[config.mk]
export PLATFORM = sky130hd
export DESIGN_NAME = argb_pixel_blend_rgb565_core
export DESIGN_NICKNAME = d
export VERILOG_FILES = /design/src/rtl/pxbl_pkg.sv /design/src/rtl/pxbl_mix_lane.sv /design/src/rtl/argb_pixel_blend_rgb565_core.sv
export SDC_FILE = /design/constraint.sdc
export NUM_CORES = 1
export LEC_CHECK = 0
export BUFFER_PORTS_ARGS = -buffer_cell sky130_fd_sc_hd__buf_2
export CAP_MARGIN = 20
export CORE_MARGIN = 2
export CORE_UTILIZATION = 55
export CTS_CLUSTER_SIZE = 20
export DETAILED_ROUTE_END_ITERATION = 6
export PLACE_DENSITY = 0.86
export SLEW_MARGIN = 20
export SYNTH_ARGS = -nofsm -noshare
export SYNTH_HDL_FRONTEND = slang
export SYNTH_SLANG_ARGS = --single-unit
[constraint.sdc]
create_clock -name clk_i -period 5.2 [get_ports clk_i]
set_clock_uncertainty 0.15 [all_clocks]
set_input_delay 1.04 -clock clk_i [delete_from_list [all_inputs] [get_ports clk_i]]
set_output_delay 1.04 -clock clk_i [all_outputs]
set_load 0.005 [all_outputs]
[src/rtl/pxbl_pkg.sv]
// Shared types, register codes and helpers for the ARGB8888 to RGB565 pixel blend core.
package pxbl_pkg;

  // Blend mode register codes
  typedef enum logic [1:0] {
    MODE_REPLACE = 2'd0,
    MODE_KEY     = 2'd1,
    MODE_BLEND   = 2'd2,
    MODE_NONE    = 2'd3
  } blend_mode_e;

  // Configuration register indexes
  localparam logic [1:0] CFG_BLEND_MODE = 2'd0;
  localparam logic [1:0] CFG_DEST_565   = 2'd1;
  localparam logic [1:0] CFG_TRANS_KEY  = 2'd2;

  localparam int unsigned CfgIdxW  = 2;
  localparam int unsigned CfgDataW = 32;

  // Alpha extremes
  localparam logic [7:0] ALPHA_OPAQUE = 8'hFF;
  localparam logic [7:0] ALPHA_CLEAR  = 8'h00;

  // Request payload: one source pixel and the destination pixel read back
  typedef struct packed {
    logic [31:0] src_pixel;
    logic [31:0] dst_pixel;
  } pxbl_in_t;

  // Result payload
  typedef struct packed {
    logic [31:0] out_pixel;
    logic        write_enable;
  } pxbl_out_t;

  // Pack 8-bit channels to RGB565
  function automatic logic [15:0] pack565(input logic [7:0] r, input logic [7:0] g,
                                          input logic [7:0] b);
    return {r[7:3], g[7:2], b[7:3]};
  endfunction

endpackage

[src/rtl/pxbl_mix_lane.sv]
// One color channel of the alpha blend: (a*s + (256-a)*d) >> 8 over two register stages.
module pxbl_mix_lane (
  input  logic       clk_i,
  input  logic [7:0] alpha_i,
  input  logic [7:0] src_i,
  input  logic [7:0] dst_i,
  output logic [7:0] mix_o
);

  logic [8:0]  inv_alpha;
  logic [15:0] prod_s_d, prod_s_q;
  logic [16:0] prod_d_d, prod_d_q;
  logic [16:0] sum;
  logic [7:0]  mix_d, mix_q;

  // Form both weighted terms
  always_comb begin
    inv_alpha = 9'd256 - {1'b0, alpha_i};
    prod_s_d  = alpha_i * src_i;
    prod_d_d  = inv_alpha * {1'b0, dst_i};
  end

  // Add the terms and drop the fraction
  always_comb begin
    sum   = {1'b0, prod_s_q} + prod_d_q;
    mix_d = sum[15:8];
  end

  always_ff @(posedge clk_i) begin
    prod_s_q <= prod_s_d;
    prod_d_q <= prod_d_d;
    mix_q    <= mix_d;
  end

  assign mix_o = mix_q;

endmodule

[src/rtl/argb_pixel_blend_rgb565_core.sv]
// Top level of the ARGB8888 pixel blend core with RGB565 or 32-bit destination.
// The core takes one request (source and destination pixel) in every clock cycle:
// busy is never raised, and each request gives exactly one result on rsp_o, marked by
// done_o, after it has passed the pipeline registers in order: decode and unpack, the
// per-channel multipliers, the add-and-shift, and the output register. The
// receiver cannot stall the core, so results must be taken when done_o is high. Write
// the configuration registers only while no request is in flight.
module argb_pixel_blend_rgb565_core
  import pxbl_pkg::*;
(
  input  logic                clk_i,
  input  logic                rst_ni,
  // Request channel
  input  logic                start,
  output logic                busy,
  input  pxbl_in_t            req_i,
  // Result channel
  output logic                done_o,
  output pxbl_out_t           rsp_o,
  // Configuration write port
  input  logic                cfg_we_i,
  input  logic [CfgIdxW-1:0]  cfg_idx_i,
  input  logic [CfgDataW-1:0] cfg_wdata_i
);

  // Configuration registers
  blend_mode_e mode_q;
  logic        dest565_q;
  logic [31:0] key_q;

  always_ff @(posedge clk_i or negedge rst_ni) begin
    if (!rst_ni) begin
      mode_q    <= MODE_REPLACE;
      dest565_q <= 1'b1;
      key_q     <= '0;
    end else if (cfg_we_i) begin
      unique case (cfg_idx_i)
        CFG_BLEND_MODE: mode_q    <= blend_mode_e'(cfg_wdata_i[1:0]);
        CFG_DEST_565:   dest565_q <= cfg_wdata_i[0];
        CFG_TRANS_KEY:  key_q     <= cfg_wdata_i;
        default: ;
      endcase
    end
  end

  // The pipeline never stalls
  logic accept;
  assign busy   = 1'b0;
  assign accept = start && !busy;

  // Stage 1: decode the mode and unpack the channels
  logic [7:0]  alpha, s_r, s_g, s_b;
  logic        we_d, blend_d;
  logic [31:0] res_d;
  logic [7:0]  d_r, d_g, d_b;

  always_comb begin
    alpha   = req_i.src_pixel[31:24];
    s_r     = req_i.src_pixel[23:16];
    s_g     = req_i.src_pixel[15:8];
    s_b     = req_i.src_pixel[7:0];
    we_d    = 1'b0;
    blend_d = 1'b0;
    res_d   = req_i.dst_pixel;

    if (dest565_q) begin
      d_r = {req_i.dst_pixel[15:11], 3'b000};
      d_g = {req_i.dst_pixel[10:5], 2'b00};
      d_b = {req_i.dst_pixel[4:0], 3'b000};
    end else begin
      d_r = req_i.dst_pixel[23:16];
      d_g = req_i.dst_pixel[15:8];
      d_b = req_i.dst_pixel[7:0];
    end

    unique case (mode_q)
      MODE_REPLACE: we_d = 1'b1;
      MODE_KEY: begin
        if (dest565_q) we_d = (alpha != ALPHA_CLEAR);
        else           we_d = (req_i.src_pixel != key_q);
      end
      MODE_BLEND: begin
        we_d    = (alpha != ALPHA_CLEAR);
        blend_d = (alpha != ALPHA_CLEAR) && (alpha != ALPHA_OPAQUE);
      end
      MODE_NONE: we_d = 1'b0;
      default: we_d = 1'b0;
    endcase

    // Copy of the source where written without a blend
    if (we_d) begin
      if (dest565_q) res_d = {16'h0000, pack565(s_r, s_g, s_b)};
      else           res_d = req_i.src_pixel;
    end
  end

  logic        s1_valid_q, s2_valid_q, s3_valid_q, out_valid_q;
  logic        s1_we_q, s2_we_q, s3_we_q;
  logic        s1_blend_q, s2_blend_q, s3_blend_q;
  logic        s1_565_q, s2_565_q, s3_565_q;
  logic [31:0] s1_res_q, s2_res_q, s3_res_q;
  logic [7:0]  s1_dsta_q, s2_dsta_q, s3_dsta_q;
  logic [7:0]  s1_alpha_q, s1_sr_q, s1_sg_q, s1_sb_q, s1_dr_q, s1_dg_q, s1_db_q;
  pxbl_out_t   out_d, out_q;

  // Advance valid bits
  always_ff @(posedge clk_i or negedge rst_ni) begin
    if (!rst_ni) begin
      s1_valid_q  <= 1'b0;
      s2_valid_q  <= 1'b0;
      s3_valid_q  <= 1'b0;
      out_valid_q <= 1'b0;
    end else begin
      s1_valid_q  <= accept;
      s2_valid_q  <= s1_valid_q;
      s3_valid_q  <= s2_valid_q;
      out_valid_q <= s3_valid_q;
    end
  end

  // Advance payload along the pipeline
  always_ff @(posedge clk_i) begin
    s1_we_q    <= we_d;
    s1_blend_q <= blend_d;
    s1_565_q   <= dest565_q;
    s1_res_q   <= res_d;
    s1_dsta_q  <= req_i.dst_pixel[31:24];
    s1_alpha_q <= alpha;
    s1_sr_q    <= s_r;
    s1_sg_q    <= s_g;
    s1_sb_q    <= s_b;
    s1_dr_q    <= d_r;
    s1_dg_q    <= d_g;
    s1_db_q    <= d_b;

    s2_we_q    <= s1_we_q;
    s2_blend_q <= s1_blend_q;
    s2_565_q   <= s1_565_q;
    s2_res_q   <= s1_res_q;
    s2_dsta_q  <= s1_dsta_q;

    s3_we_q    <= s2_we_q;
    s3_blend_q <= s2_blend_q;
    s3_565_q   <= s2_565_q;
    s3_res_q   <= s2_res_q;
    s3_dsta_q  <= s2_dsta_q;

    out_q      <= out_d;
  end

  // Stages 2 and 3: per-channel blend
  logic [7:0] mix_r, mix_g, mix_b;

  pxbl_mix_lane u_lane_r (
    .clk_i  (clk_i),
    .alpha_i(s1_alpha_q),
    .src_i  (s1_sr_q),
    .dst_i  (s1_dr_q),
    .mix_o  (mix_r)
  );

  pxbl_mix_lane u_lane_g (
    .clk_i  (clk_i),
    .alpha_i(s1_alpha_q),
    .src_i  (s1_sg_q),
    .dst_i  (s1_dg_q),
    .mix_o  (mix_g)
  );

  pxbl_mix_lane u_lane_b (
    .clk_i  (clk_i),
    .alpha_i(s1_alpha_q),
    .src_i  (s1_sb_q),
    .dst_i  (s1_db_q),
    .mix_o  (mix_b)
  );

  // Select the blended or the passed pixel and repack
  always_comb begin
    out_d.write_enable = s3_we_q;
    if (s3_blend_q) begin
      if (s3_565_q) out_d.out_pixel = {16'h0000, pack565(mix_r, mix_g, mix_b)};
      else          out_d.out_pixel = {s3_dsta_q, mix_r, mix_g, mix_b};
    end else begin
      out_d.out_pixel = s3_res_q;
    end
  end

  assign done_o = out_valid_q;
  assign rsp_o  = out_q;

endmodule

==> impl_results.rst, run 1 <==
.. list-table::
   :header-rows: 1

   * - Metric
     - Value
   * - Status
     - finished, final reports clean
   * - Classification of the worst setup path
     - reg -> reg
   * - Final hold violation count
     - 0
   * - Main synth FF type
     - sky130_fd_sc_hd__dfxtp_1
   * - Capturing point of the worst reg2reg path
     - u_lane_g.prod_d_q[13]$_DFF_P_
   * - Clock Root Buffer
     - sky130_fd_sc_hd__clkbuf_16
   * - Number of library cell types mapped by synthesis
     - 60
   * - Number of warnings printed during yosys synthesis
     - 0
   * - Via-to-Cell Ratio
     - 5.55
   * - Reg clk slew, reported paths
     - 0.06 ns
   * - Endpoint kind of the worst setup timing path
     - flip-flop
   * - Achievable frequency
     - 196 MHz
   * - Global Route Usage Sum
     - 0.271
   * - Arrival time of the worst setup path
     - 5.40 ns
   * - Placement Rows
     - 77
   * - DP HPWL
     - 46,000 um
   * - Maximum level of the CTS H-tree
     - 2
   * - Clock buffer depth
     - 3
   * - Cell area after technology mapping
     - 24,300 um2
   * - Placed cell count
     - 3,082
   * - Cell type with the highest aggregate area in the netlist
     - sky130_fd_sc_hd__dfxtp_1
   * - EDFF count, synth
     - 0
   * - Switch share
     - 0.403
   * - Pwr per Cell Area
     - 538 nW/um2
   * - Synthesized net count
     - 2,974
   * - Proportion of synthesized flip-flops having asynchronous set or reset
     - 0.103
   * - Cell Count, Final, Fillers Out
     - 3,159
   * - Count of hold-fix buffers inserted at cts
     - 0
   * - Violation count after the first detailed-routing iteration
     - 1,309
   * - Nets@finish
     - 3,125
   * - Routed wirelength normalized by instance count
     - 19.6 um
   * - Combinational fraction of design power
     - 0.517
   * - Period utilization
     - 0.980
   * - Placement-stage cell area
     - 25,800 um2
   * - Flip-flop and latch count after synthesis
     - 377
   * - Area taken by flip-flops and latches
     - 7750 um2
   * - Switching pwr
     - 0.00593 W
   * - Sequential share of power
     - 0.290
   * - Static Leak
     - 13.4 nW
   * - Syn_area_per_cell
     - 10.2 um2
   * - Leading cell type by number of instances after synthesis
     - sky130_fd_sc_hd__dfxtp_1
   * - Multi-input gate area in the final layout
     - 15,200 um2
   * - Worst-path fanout max
     - 24
   * - Least-Margin Pin Slew
     - 0.945 ns
   * - Startpoint class of the critical path
     - flip-flop
   * - Worst hold path type
     - reg -> reg
   * - Hold Worst Slack
     - 0.174 ns
   * - Worst VDD drop
     - 446 uV
   * - Top cell type's share of synthesized area
     - 0.278
   * - Hold path startpoint
     - s2_res_q[15]$_DFF_P_
   * - Setup Viol. Count Final
     - 0
   * - Area growth from synthesis to final layout
     - 12.3%
   * - Core Footprint
     - 43,900 um2
   * - Routed via count
     - 17,546
   * - Final Cell Area
     - 27,300 um2
   * - Number of slew-limit violations in the final report
     - 0
   * - Total congestion overflow after global routing
     - 0
   * - Syn Inst Count
     - 2,385
   * - Global-route wire length before repair
     - 98,200 um
   * - RSZ-0062 raised after global routing
     - true
   * - Most frequent cells after synthesis
     - sky130_fd_sc_hd__dfxtp_1, sky130_fd_sc_hd__inv_1, sky130_fd_sc_hd__and2_1
   * - Min cycle time layout
     - 5.10 ns
   * - Rel. slew slack
     - 0.369
   * - Initial antenna violation count
     - 5
   * - Count of boundary I/O pins
     - 137
   * - WL final
     - 61,900 um
   * - Min-Delay Path Depth
     - 0
   * - Worst setup slack after placement
     - -0.107 ns
   * - Router iterations before antenna repair
     - 6
   * - Worst Reg2Reg Path Length in Cells
     - 18
   * - MaxCap Viol Count
     - 0
   * - Share of cells above drive strength 1
     - 0.135
   * - TNS Setup
     - 0 ns
   * - Initial Utilization
     - 0.554
   * - Num CTS Buffers
     - 39
   * - Hold worst-path end
     - s3_res_q[15]$_DFF_P_
   * - Register-to-register setup slack
     - 0.10 ns
   * - TritonCTS clock tree
     - built
   * - Die area
     - 46,000 um2
   * - Clock latency reported for the late side of the worst-skew pair
     - 0.58 ns
   * - Internal power component
     - 0.00878 W
   * - Worst Path Required
     - 5.50 ns
   * - Number of global-route vias before repair
     - 18,809
   * - Post-synthesis sequential area ratio
     - 0.318
   * - Number of filler instances in the final layout
     - 3,325
   * - Routability congestion estimate
     - 0.883
   * - Ranking of synthesized cells by area
     - sky130_fd_sc_hd__dfxtp_1, sky130_fd_sc_hd__fa_1, sky130_fd_sc_hd__ha_1, sky130_fd_sc_hd__and2_1, sky130_fd_sc_hd__inv_1
   * - Clock sinks
     - 377
   * - Port Buffer Count
     - 135
   * - Beginning of the worst register-to-register path
     - s1_alpha_q[2]$_DFF_P_
   * - Die Wd
     - 214 um
   * - Proportion of power drawn by the clock network
     - 0.193
   * - Pin count of the biggest net entering global routing
     - 50
   * - Fin worst setup slack
     - 0.103 ns
   * - Antenna violation net count after detailed routing
     - 0
   * - Floorplan die height
     - 214 um
   * - DRC violation count after routing
     - 0
## cells in the final DEF, fill, tap and decap left out, types with 7 or more instances in the layout
master and count:
sky130_fd_sc_hd__o21ai_0 46, sky130_fd_sc_hd__inv_1 335, sky130_fd_sc_hd__buf_2 135, sky130_fd_sc_hd__dfxtp_1 335, sky130_fd_sc_hd__clkbuf_16 40, sky130_fd_sc_hd__nor3_1 29
sky130_fd_sc_hd__ha_1 254, sky130_fd_sc_hd__a31oi_1 10, sky130_fd_sc_hd__and2_1 278, sky130_fd_sc_hd__nand3_1 11, sky130_fd_sc_hd__nand3b_1 7, sky130_fd_sc_hd__mux2_2 70
sky130_fd_sc_hd__or3_1 7, sky130_fd_sc_hd__a22o_1 16, sky130_fd_sc_hd__xor2_1 48, sky130_fd_sc_hd__nor2_1 62, sky130_fd_sc_hd__mux2i_1 16, sky130_fd_sc_hd__clkbuf_8 8
sky130_fd_sc_hd__o211ai_1 11, sky130_fd_sc_hd__xnor2_1 84, sky130_fd_sc_hd__a21oi_1 74, sky130_fd_sc_hd__nand2_1 179, sky130_fd_sc_hd__nand4_1 16, sky130_fd_sc_hd__mux2_1 13
sky130_fd_sc_hd__nor4_1 9, sky130_fd_sc_hd__clkinv_2 7, sky130_fd_sc_hd__a21o_1 30, sky130_fd_sc_hd__nor2b_1 21, sky130_fd_sc_hd__fa_1 231, sky130_fd_sc_hd__dfrtp_1 38
sky130_fd_sc_hd__and3_1 10, sky130_fd_sc_hd__buf_4 33
## flip-flops by register name, indices dropped and copies added (netlist names), 32 cells and up
register	count
key_q	32
s3_res_q	32
s2_res_q	32
s1_res_q	32
rsp_o	33
## layout make-up
class / count / share of cell area
multi-input cells: 1609 / 0.557
flip-flops and latches: 377 / 0.284
inverters: 335 / 0.0460
clock buffers: 49 / 0.0400
repair buffers: 174 / 0.0377
well taps: 592 / 0.0271
clock inverters: 21 / 0.00815
diodes: 2 / 0.000183
## what timing repair did
item | CTS | global route
resized for setup | 4 | 26
pin swaps | 0 | 1
cloned | 0 | 1
setup buffers | 0 | 4
setup endpoints to repair | 6 | 13
## worst max-delay path by stage
stage | to | startpoint | cells past startpoint
floorplan | u_lane_g.prod_d_q[13]$_DFF_P_ | s1_alpha_q[2]$_DFF_P_ | 20
global placement | u_lane_b.prod_d_q[14]$_DFF_P_ | s1_alpha_q[1]$_DFF_P_ | 19
detailed placement | u_lane_b.prod_d_q[14]$_DFF_P_ | s1_alpha_q[1]$_DFF_P_ | 19
CTS | u_lane_g.prod_d_q[15]$_DFF_P_ | s1_alpha_q[1]$_DFF_P_ | 18
global route | u_lane_g.prod_d_q[13]$_DFF_P_ | s1_alpha_q[2]$_DFF_P_ | 18
finish | u_lane_g.prod_d_q[13]$_DFF_P_ | s1_alpha_q[2]$_DFF_P_ | 18
## logic make-up (layout without fill, tap and decap cells)
kind of cell             after synthesis  count (layout)  share of synthesized area
buffers and inverters                399             579                     0.0628
flip-flops                           377             377                      0.318
adder cells (fa/ha/maj)              487             487                      0.322
AO/OA/AOI/OAI                        236             236                     0.0626
AND/OR/NAND/NOR                      650             650                      0.141
XOR/XNOR                             136             136                     0.0489
other                                  1               3                   0.000154
multiplexers                          99              99                     0.0450
## metrics by stage
step                      total power, W   util
final                             0.0147  0.622
after global routing              0.0158  0.622
after CTS                         0.0146  0.618
after detailed placement          0.0116  0.587
after global placement            0.0113  0.587
after floorplan                  0.00953      -
## power groups by stage
stage               Sequential, W  Combinational, W  Clock, W
detailed placement        0.00431           0.00733         0
finish                    0.00427           0.00760   0.00284
CTS                       0.00426           0.00745   0.00287
global route              0.00433           0.00854   0.00298
global placement          0.00429           0.00703         0
floorplan                 0.00408           0.00545         0
## per-layer routing
metal	up-vias	GRT usage	share of wire
met5	-	0	0.00037
met4	4	0.155	0.060
met3	214	0.0494	0.069
met2	728	0.457	0.48
met1	8644	0.327	0.39
li1	7956	-	-
## worst max-delay path, stage by stage, from the launching register on
cell and delay (ns):
sky130_fd_sc_hd__dfxtp_1 0.37, sky130_fd_sc_hd__nor2_4 0.15, sky130_fd_sc_hd__nand3_2 0.15, sky130_fd_sc_hd__nor2_2 0.15, sky130_fd_sc_hd__xnor2_2 0.15, sky130_fd_sc_hd__buf_12 0.20
sky130_fd_sc_hd__and2_1 0.16, sky130_fd_sc_hd__fa_1 0.45, sky130_fd_sc_hd__fa_1 0.51, sky130_fd_sc_hd__fa_1 0.50, sky130_fd_sc_hd__inv_1 0.05, sky130_fd_sc_hd__fa_1 0.47
sky130_fd_sc_hd__inv_1 0.04, sky130_fd_sc_hd__ha_1 0.33, sky130_fd_sc_hd__or2_2 0.36, sky130_fd_sc_hd__a21oi_2 0.19, sky130_fd_sc_hd__a211oi_2 0.08, sky130_fd_sc_hd__buf_4 0.15
sky130_fd_sc_hd__a311o_1 0.34
Note: power is estimated with default switching activity, not from simulation.
==> inputs of run 2 (changes only) <==
SETUP_SLACK_MARGIN = 0.2   (was not set)
==> run 2 against run 1 <==
Die area stayed put. Core utilization is 0.95 points higher. Register-to-register slack improved by 0.06 ns. Total power increased by 4.1%. Critical path type unchanged. First-iteration DRC count shrank 8.9%. Clock power is 5% higher. Sequential power increased by 1%. Fmax grew 1.2%. Critical path depth grew 2. Sequential cell count is the same. Largest power group unchanged. Hold slack got worse by 0.0049 ns. Routed wire length grew 3.2%. Largest cell class unchanged.
==> impl_results.rst, run 2 (synthesized netlist as in run 1, its figures left out) <==
.. list-table::
   :header-rows: 1

   * - Metric
     - Value
   * - Status
     - finished, final reports clean
   * - Total congestion overflow after global routing
     - 0
   * - Least-Margin Pin Slew
     - 1.01 ns
   * - Number of flip-flops in the largest register
     - 33
   * - Initial Utilization
     - 0.554
   * - Routed wirelength normalized by instance count
     - 20.1 um
   * - Clock buffer depth
     - 3
   * - Port Buffer Count
     - 135
   * - Met1 Resource Use GR
     - 0.330
   * - DP HPWL
     - 46,800 um
   * - Count of hold-fix buffers inserted at cts
     - 0
   * - Final hold violation count
     - 0
   * - Classification of the worst setup path
     - reg -> reg
   * - Via-to-Cell Ratio
     - 5.57
   * - TritonCTS clock tree
     - built
   * - Critical Path Most Common Cell
     - sky130_fd_sc_hd__fa_1
   * - Clock latency reported for the late side of the worst-skew pair
     - 0.58 ns
   * - Rel. slew slack
     - 0.329
   * - Routed via count
     - 17,684
   * - Global-route wire length before repair
     - 98,400 um
   * - Hold Worst Slack
     - 0.169 ns
   * - WL final
     - 63,900 um
   * - Antenna violation net count after detailed routing
     - 0
   * - DRC violation count after routing
     - 0
   * - Min cycle time layout
     - 5.03 ns
   * - MaxCap Viol Count
     - 0
   * - Endpoint kind of the worst setup timing path
     - flip-flop
   * - Pin count of the biggest net entering global routing
     - 50
   * - Routability congestion estimate
     - 0.895
   * - Number of buffers and inverters on the critical path
     - 5
   * - Share of cells above drive strength 1
     - 0.150
   * - Number of global-route vias before repair
     - 18,702
   * - Floorplan die height
     - 214 um
   * - Static Leak
     - 13.5 nW
   * - Placed cell count
     - 3,077
   * - Period utilization
     - 0.968
   * - Crit-path leading delay family
     - adder cells
   * - Most heavily used metal layer in global routing
     - met2
   * - Worst hold path type
     - reg -> reg
   * - Arrival time of the worst setup path
     - 5.33 ns
   * - Nets@finish
     - 3,138
   * - Worst path slowest cell
     - sky130_fd_sc_hd__fa_1
   * - Global Route Usage Sum
     - 0.272
   * - Pwr per Cell Area
     - 552 nW/um2
   * - Met3 capacity usage during global routing
     - 0.0548
   * - Area growth from synthesis to final layout
     - 14.0%
   * - Worst Path Required
     - 5.49 ns
   * - Violation count after the first detailed-routing iteration
     - 1,192
   * - Worst-path fanout max
     - 6
   * - Initial antenna violation count
     - 4
   * - Most frequent cells in the layout
     - sky130_fd_sc_hd__inv_1, sky130_fd_sc_hd__dfxtp_1, sky130_fd_sc_hd__and2_1
   * - Count of boundary I/O pins
     - 137
   * - Met2 usage
     - 0.452
   * - Core Footprint
     - 43,900 um2
   * - Setup Viol. Count Final
     - 0
   * - Clock sinks
     - 377
   * - Num CTS Buffers
     - 40
   * - Die area
     - 46,000 um2
   * - Cell-by-cell trace of the critical path
     - nor2_4 -> nand3_4 -> nor2_4 -> xnor2_2 -> clkbuf_16 -> nand2_1 -> fa_1 -> fa_1 -> inv_1 -> fa_1 -> inv_1 -> fa_1 -> inv_1 -> ha_1 -> o21ai_0 -> nor2_2 -> o41ai_4 -> buf_4 -> nand3b_1 -> nand3_1
   * - Worst VDD drop
     - 361 uV
   * - Clock Root Buffer
     - sky130_fd_sc_hd__clkbuf_16
   * - Placement Rows
     - 77
   * - Cell Count, Final, Fillers Out
     - 3,174
   * - Die Wd
     - 214 um
   * - Reg clk slew, reported paths
     - 0.06 ns
   * - RSZ-0062 raised after global routing
     - true
   * - Achievable frequency
     - 199 MHz
   * - Crit-path max cell delay
     - 0.58 ns
   * - Number of slew-limit violations in the final report
     - 0
   * - Startpoint class of the critical path
     - flip-flop
   * - Maximum level of the CTS H-tree
     - 2
   * - Router iterations before antenna repair
     - 5
run 2: cell types whose count changed in the layout (fill, tap and decap cells not counted), sizes merged:
cell,before,now
clkbuf,50,56
clkinv,12,9
buf,173,182
diode,2,1
bufinv,2,4
clkinvlp,5,1
inv,337,343
run 2: path summary, 6_finish.rpt:
| kind | start | endpoint | slack (ns) | depth (start not counted) |
|---|---|---|---|---|
| worst max-delay path | s1_alpha_q[2]$_DFF_P_ | u_lane_b.prod_d_q[12]$_DFF_P_ | 0.17 | 20 |
| worst min-delay path | s1_res_q[11]$_DFF_P_ | s2_res_q[11]$_DFF_P_ | 0.17 | 0 |
| max in group asynchronous | rst_ni | key_q[20]$_DFFE_PN0P_ | 3.89 | 1 |
| min in group asynchronous | rst_ni | key_q[19]$_DFFE_PN0P_ | 0.44 | 1 |
| worst min register to register | s1_res_q[11]$_DFF_P_ | s2_res_q[11]$_DFF_P_ | 0.17 | 0 |
| worst max register to register | s1_alpha_q[2]$_DFF_P_ | u_lane_b.prod_d_q[12]$_DFF_P_ | 0.17 | 20 |
run 2: layout make-up:
class	instances	area, um2
fill	3334	16200
sequential	377	7750
clock buffer	52	1120
inverter	335	1260
timing repair buffer	186	1180
multi-input combinational	1609	15400
tap	592	741
antenna	1	2.50
clock inverter	22	260
run 2: per-layer routing:
metal  wire length (um)  part of all wire
met4               4470             0.070
met3               4640             0.073
met2              30200              0.47
met5                 26           0.00041
met1              24500              0.38
run 2: stage by stage:
step / instance area (um2) / setup TNS, ns / worst slack (ns) / utilization / total power (W)
2_1_floorplan: 24300 / 0 / 0.255 / - / 0.00953
3_3_place_gp: 25700 / 0 / 0.0844 / 0.586 / 0.0112
3_5_place_dp: 25700 / -0.0942 / -0.0814 / 0.586 / 0.0116
4_1_cts: 27200 / 0 / 0.173 / 0.619 / 0.0147
5_1_grt: 27700 / 0 / 0.0316 / 0.631 / 0.0164
6_report: 27700 / 0 / 0.165 / 0.631 / 0.0153
run 2: report_power, final:
part | switching, W | internal (W)
sequential | 0.000523 | 0.00379
combinational | 0.00443 | 0.00359
clock | 0.00123 | 0.00174
run 2: timing repair:
action | in CTS | in global routing
gates resized for setup | 10 | 76
endpoints found under the setup margin | 8 | 19
pin swaps | 3 | 28
gates cloned | 0 | 6
buffers inserted | 3 | 13
==> inputs of run 3 (changes only) <==
ABC_AREA = 1   (was not set)
BUFFER_PORTS_ARGS = not set   (was -buffer_cell sky130_fd_sc_hd__buf_2)
DONT_BUFFER_PORTS = 1   (was not set)
PLACE_DENSITY = 0.83   (was 0.86)
==> run 3 against run 2 <==
Fmax rose by 2.8%. Cell area fell by 2.2%. Clock-buffer cell count fell by 5. Register-to-register slack better by 0.14 ns. Largest cell class unchanged. Highest routed layer unchanged. Combinational power down 2%. Critical path depth up 2. Synthesized area increased by 3.3%. Largest power group unchanged. Sequential share of layout area up 0.60 points. Sequential power shrank 2%. Total power shrank 3.4%. Synthesized cell count grew 26%.
==> impl_results.rst, run 3 <==
.. list-table::
   :header-rows: 1

   * - Metric
     - Value
   * - Critical path origin
     - s1_alpha_q[1]$_DFF_P_
   * - Worst Reg2Reg Path Length in Cells
     - 22
   * - Count of boundary I/O pins
     - 137
   * - Leading cell type by number of instances after synthesis
     - sky130_fd_sc_hd__nand2_1
   * - Least-Margin Pin Slew
     - 0.962 ns
   * - Reg clk slew, reported paths
     - 0.07 ns
   * - Startpoint class of the critical path
     - flip-flop
   * - Most common cell after layout, fill and taps aside
     - sky130_fd_sc_hd__nand2_1
   * - Achievable frequency
     - 204 MHz
   * - Floorplan die height
     - 218 um
   * - Clock Root Buffer
     - sky130_fd_sc_hd__clkbuf_16
   * - TritonCTS clock tree
     - built
   * - Via-to-Cell Ratio
     - 5.34
   * - Cell type with the highest aggregate area in the netlist
     - sky130_fd_sc_hd__dfxtp_1
   * - Most frequent cells after synthesis
     - sky130_fd_sc_hd__nand2_1, sky130_fd_sc_hd__inv_1, sky130_fd_sc_hd__dfxtp_1
   * - Register-to-register setup slack
     - 0.30 ns
   * - Main synth FF type
     - sky130_fd_sc_hd__dfxtp_1
   * - Clock buffer depth
     - 3
   * - Number of slew-limit violations in the final report
     - 0
   * - Clock latency reported for the late side of the worst-skew pair
     - 0.56 ns
   * - Pin count of the biggest net entering global routing
     - 65
   * - Initial antenna violation count
     - 4
   * - TNS Setup
     - 0 ns
   * - Core Footprint
     - 45,300 um2
   * - Antenna violation net count after detailed routing
     - 0
   * - Worst hold path type
     - in -> async
   * - Worst Path Required
     - 5.52 ns
   * - Beginning of the worst register-to-register path
     - s1_alpha_q[1]$_DFF_P_
   * - DP HPWL
     - 47,300 um
   * - Initial Utilization
     - 0.555
   * - Clock sinks
     - 377
   * - Setup Viol. Count Final
     - 0
   * - Endpoint kind of the worst setup timing path
     - flip-flop
   * - Number of global-route vias before repair
     - 19,170
   * - Synthesized net count
     - 3,593
   * - Number of warnings printed during yosys synthesis
     - 0
   * - Share of cells above drive strength 1
     - 0.0570
   * - Worst VDD drop
     - 431 uV
   * - Global-route wire length before repair
     - 97,400 um
   * - Hold Worst Slack
     - 0.0252 ns
   * - Global Route Usage Sum
     - 0.258
   * - Total congestion overflow after global routing
     - 0
   * - Min cycle time layout
     - 4.90 ns
   * - Period utilization
     - 0.942
   * - Port Buffer Count
     - 0
   * - Rel. slew slack
     - 0.358
   * - Num CTS Buffers
     - 37
   * - Pwr per Cell Area
     - 545 nW/um2
   * - MaxCap Viol Count
     - 0
   * - WL final
     - 60,800 um
   * - RSZ-0062 raised after global routing
     - true
   * - Worst-path fanout max
     - 8
   * - N_diodes
     - 0
   * - Syn Inst Count
     - 3,004
   * - Syn_area_per_cell
     - 8.37 um2
   * - Die Wd
     - 218 um
   * - Routed via count
     - 19,219
   * - Router iterations before antenna repair
     - 6
   * - Capturing point of the worst reg2reg path
     - u_lane_g.prod_d_q[13]$_DFF_P_
   * - Number of filler instances in the final layout
     - 3,672
   * - Proportion of synthesized flip-flops having asynchronous set or reset
     - 0.103
   * - Nets@finish
     - 3,563
   * - Static Leak
     - 14.9 nW
   * - Arrival time of the worst setup path
     - 5.22 ns
   * - Number of library cell types mapped by synthesis
     - 45
   * - Area growth from synthesis to final layout
     - 8.00%
   * - Routed wirelength normalized by instance count
     - 16.9 um
   * - Final hold violation count
     - 0
   * - Cell area after technology mapping
     - 25,100 um2
   * - Ranking of synthesized cells by area
     - sky130_fd_sc_hd__dfxtp_1, sky130_fd_sc_hd__fa_1, sky130_fd_sc_hd__ha_1, sky130_fd_sc_hd__nand2_1, sky130_fd_sc_hd__inv_1
   * - Top cell type's share of synthesized area
     - 0.269
   * - Placement Rows
     - 78
   * - Most frequent cells in the layout
     - sky130_fd_sc_hd__nand2_1, sky130_fd_sc_hd__inv_1, sky130_fd_sc_hd__dfxtp_1
   * - Status
     - finished, final reports clean
   * - Maximum level of the CTS H-tree
     - 2
   * - Worst setup slack after placement
     - 0.135 ns
   * - Fin worst setup slack
     - 0.302 ns
   * - Number of flip-flops in the largest register
     - 33
   * - Violation count after the first detailed-routing iteration
     - 1,954
   * - Post-synthesis sequential area ratio
     - 0.308
   * - DRC violation count after routing
     - 0
   * - Die area
     - 47,400 um2
   * - Routability congestion estimate
     - 0.937
   * - Classification of the worst setup path
     - reg -> reg
   * - EDFF count, synth
     - 0
   * - Flip-flop and latch count after synthesis
     - 377
==> run 3: cell count changes in the layout (fill, tap and decap cells not counted), moves of 22 or more <==
cell                      delta
sky130_fd_sc_hd__inv_1     +276
sky130_fd_sc_hd__nand2_1   +455
sky130_fd_sc_hd__a21oi_1    +31
sky130_fd_sc_hd__buf_2     -135
sky130_fd_sc_hd__xor2_1     +23
sky130_fd_sc_hd__o21ai_0    +57
sky130_fd_sc_hd__mux2_2     -53
sky130_fd_sc_hd__and2_1    -275
sky130_fd_sc_hd__xnor2_1    -35
sky130_fd_sc_hd__nand3_1    +67
sky130_fd_sc_hd__nor2b_1    -22
sky130_fd_sc_hd__nor2_1    +170
==> run 3: cell type report <==
cell class / count / area, um2 / area share
Multi-Input combinational cell: 1913 / 14800 / 0.547
Timing Repair Buffer: 29 / 245 / 0.00904
Sequential cell: 377 / 7750 / 0.286
Clock buffer: 47 / 1050 / 0.0385
Clock inverter: 19 / 194 / 0.00715
Inverter: 616 / 2320 / 0.0855
Tap cell: 600 / 751 / 0.0277
==> run 3: metrics by stage <==
stage | std cells | cell area [um2] | total power (W) | utilization
finish | 3601 | 27100 | 0.0148 | 0.599
global route | 3601 | 27100 | 0.0160 | 0.599
CTS | 3597 | 27000 | 0.0145 | 0.595
detailed placement | 3531 | 25700 | 0.0117 | 0.568
global placement | 3531 | 25700 | 0.0115 | 0.568
floorplan | 3004 | 25200 | 0.00972 | -
==> run 3: layer usage <==
layer / wire length (um) / share of wire / track usage / vias to the layer above
li1: - / - / - / 9048
met1: 25100 / 0.41 / 0.345 / 9060
met2: 27500 / 0.45 / 0.410 / 900
met3: 5100 / 0.084 / 0.0460 / 205
met4: 3060 / 0.050 / 0.114 / 6
met5: 64 / 0.0011 / 0 / -
==> run 3: worst max-delay path by stage <==
| stage | end | depth (start not counted) |
|---|---|---|
| 6_report | u_lane_g.prod_d_q[13]$_DFF_P_ | 22 |
| 5_1_grt | u_lane_b.prod_d_q[15]$_DFF_P_ | 22 |
| 4_1_cts | u_lane_g.prod_d_q[12]$_DFF_P_ | 22 |
| 3_5_place_dp | u_lane_g.prod_d_q[12]$_DFF_P_ | 22 |
| 3_3_place_gp | u_lane_g.prod_d_q[12]$_DFF_P_ | 22 |
| 2_1_floorplan | u_lane_g.prod_d_q[12]$_DFF_P_ | 25 |
==> run 3: kinds of logic after synthesis <==
logic type      Yosys count  share of synthesized area
simple gates           1018                      0.163
buf+inv                 714                      0.109
fa+ha+maj               487                      0.311
flops                   377                      0.308
compound gates          271                     0.0585
xor+xnor                119                     0.0422
mux                      17                    0.00762
other cells               1                   0.000149
==> run 3: what timing repair did <==
| item | in CTS | in global routing |
|---|---|---|
| gates cloned | 0 | 0 |
| hold buffers | 0 | 0 |
| setup endpoints to repair | 8 | 20 |
| gates resized for setup | 2 | 34 |
| buffers inserted | 0 | 3 |
| pin swaps | 0 | 7 |
| endpoints found under the hold margin | 0 | 0 |
==> run 3: critical path: stages (launching register included) <==
cell and delay, ns:
sky130_fd_sc_hd__dfxtp_4 0.38, sky130_fd_sc_hd__inv_1 0.09, sky130_fd_sc_hd__ha_4 0.16, sky130_fd_sc_hd__nand2_2 0.09, sky130_fd_sc_hd__or2_4 0.27, sky130_fd_sc_hd__nand2_4 0.10, sky130_fd_sc_hd__clkinvlp_4 0.17, sky130_fd_sc_hd__nand2_2 0.10
sky130_fd_sc_hd__fa_1 0.43, sky130_fd_sc_hd__fa_1 0.55, sky130_fd_sc_hd__inv_1 0.05, sky130_fd_sc_hd__fa_1 0.50, sky130_fd_sc_hd__inv_1 0.07, sky130_fd_sc_hd__fa_1 0.51, sky130_fd_sc_hd__inv_1 0.08, sky130_fd_sc_hd__ha_4 0.28
sky130_fd_sc_hd__nand2_1 0.09, sky130_fd_sc_hd__nor3_2 0.14, sky130_fd_sc_hd__nor2_2 0.07, sky130_fd_sc_hd__o21ai_2 0.19, sky130_fd_sc_hd__nand3_1 0.09, sky130_fd_sc_hd__nand2_1 0.09, sky130_fd_sc_hd__xor2_1 0.17
==> run 3: power by group <==
part	switching, W	internal (W)
logic	0.00481	0.00306
registers	0.000471	0.00376
clock network	0.00122	0.00147
total	0.00650	0.00829
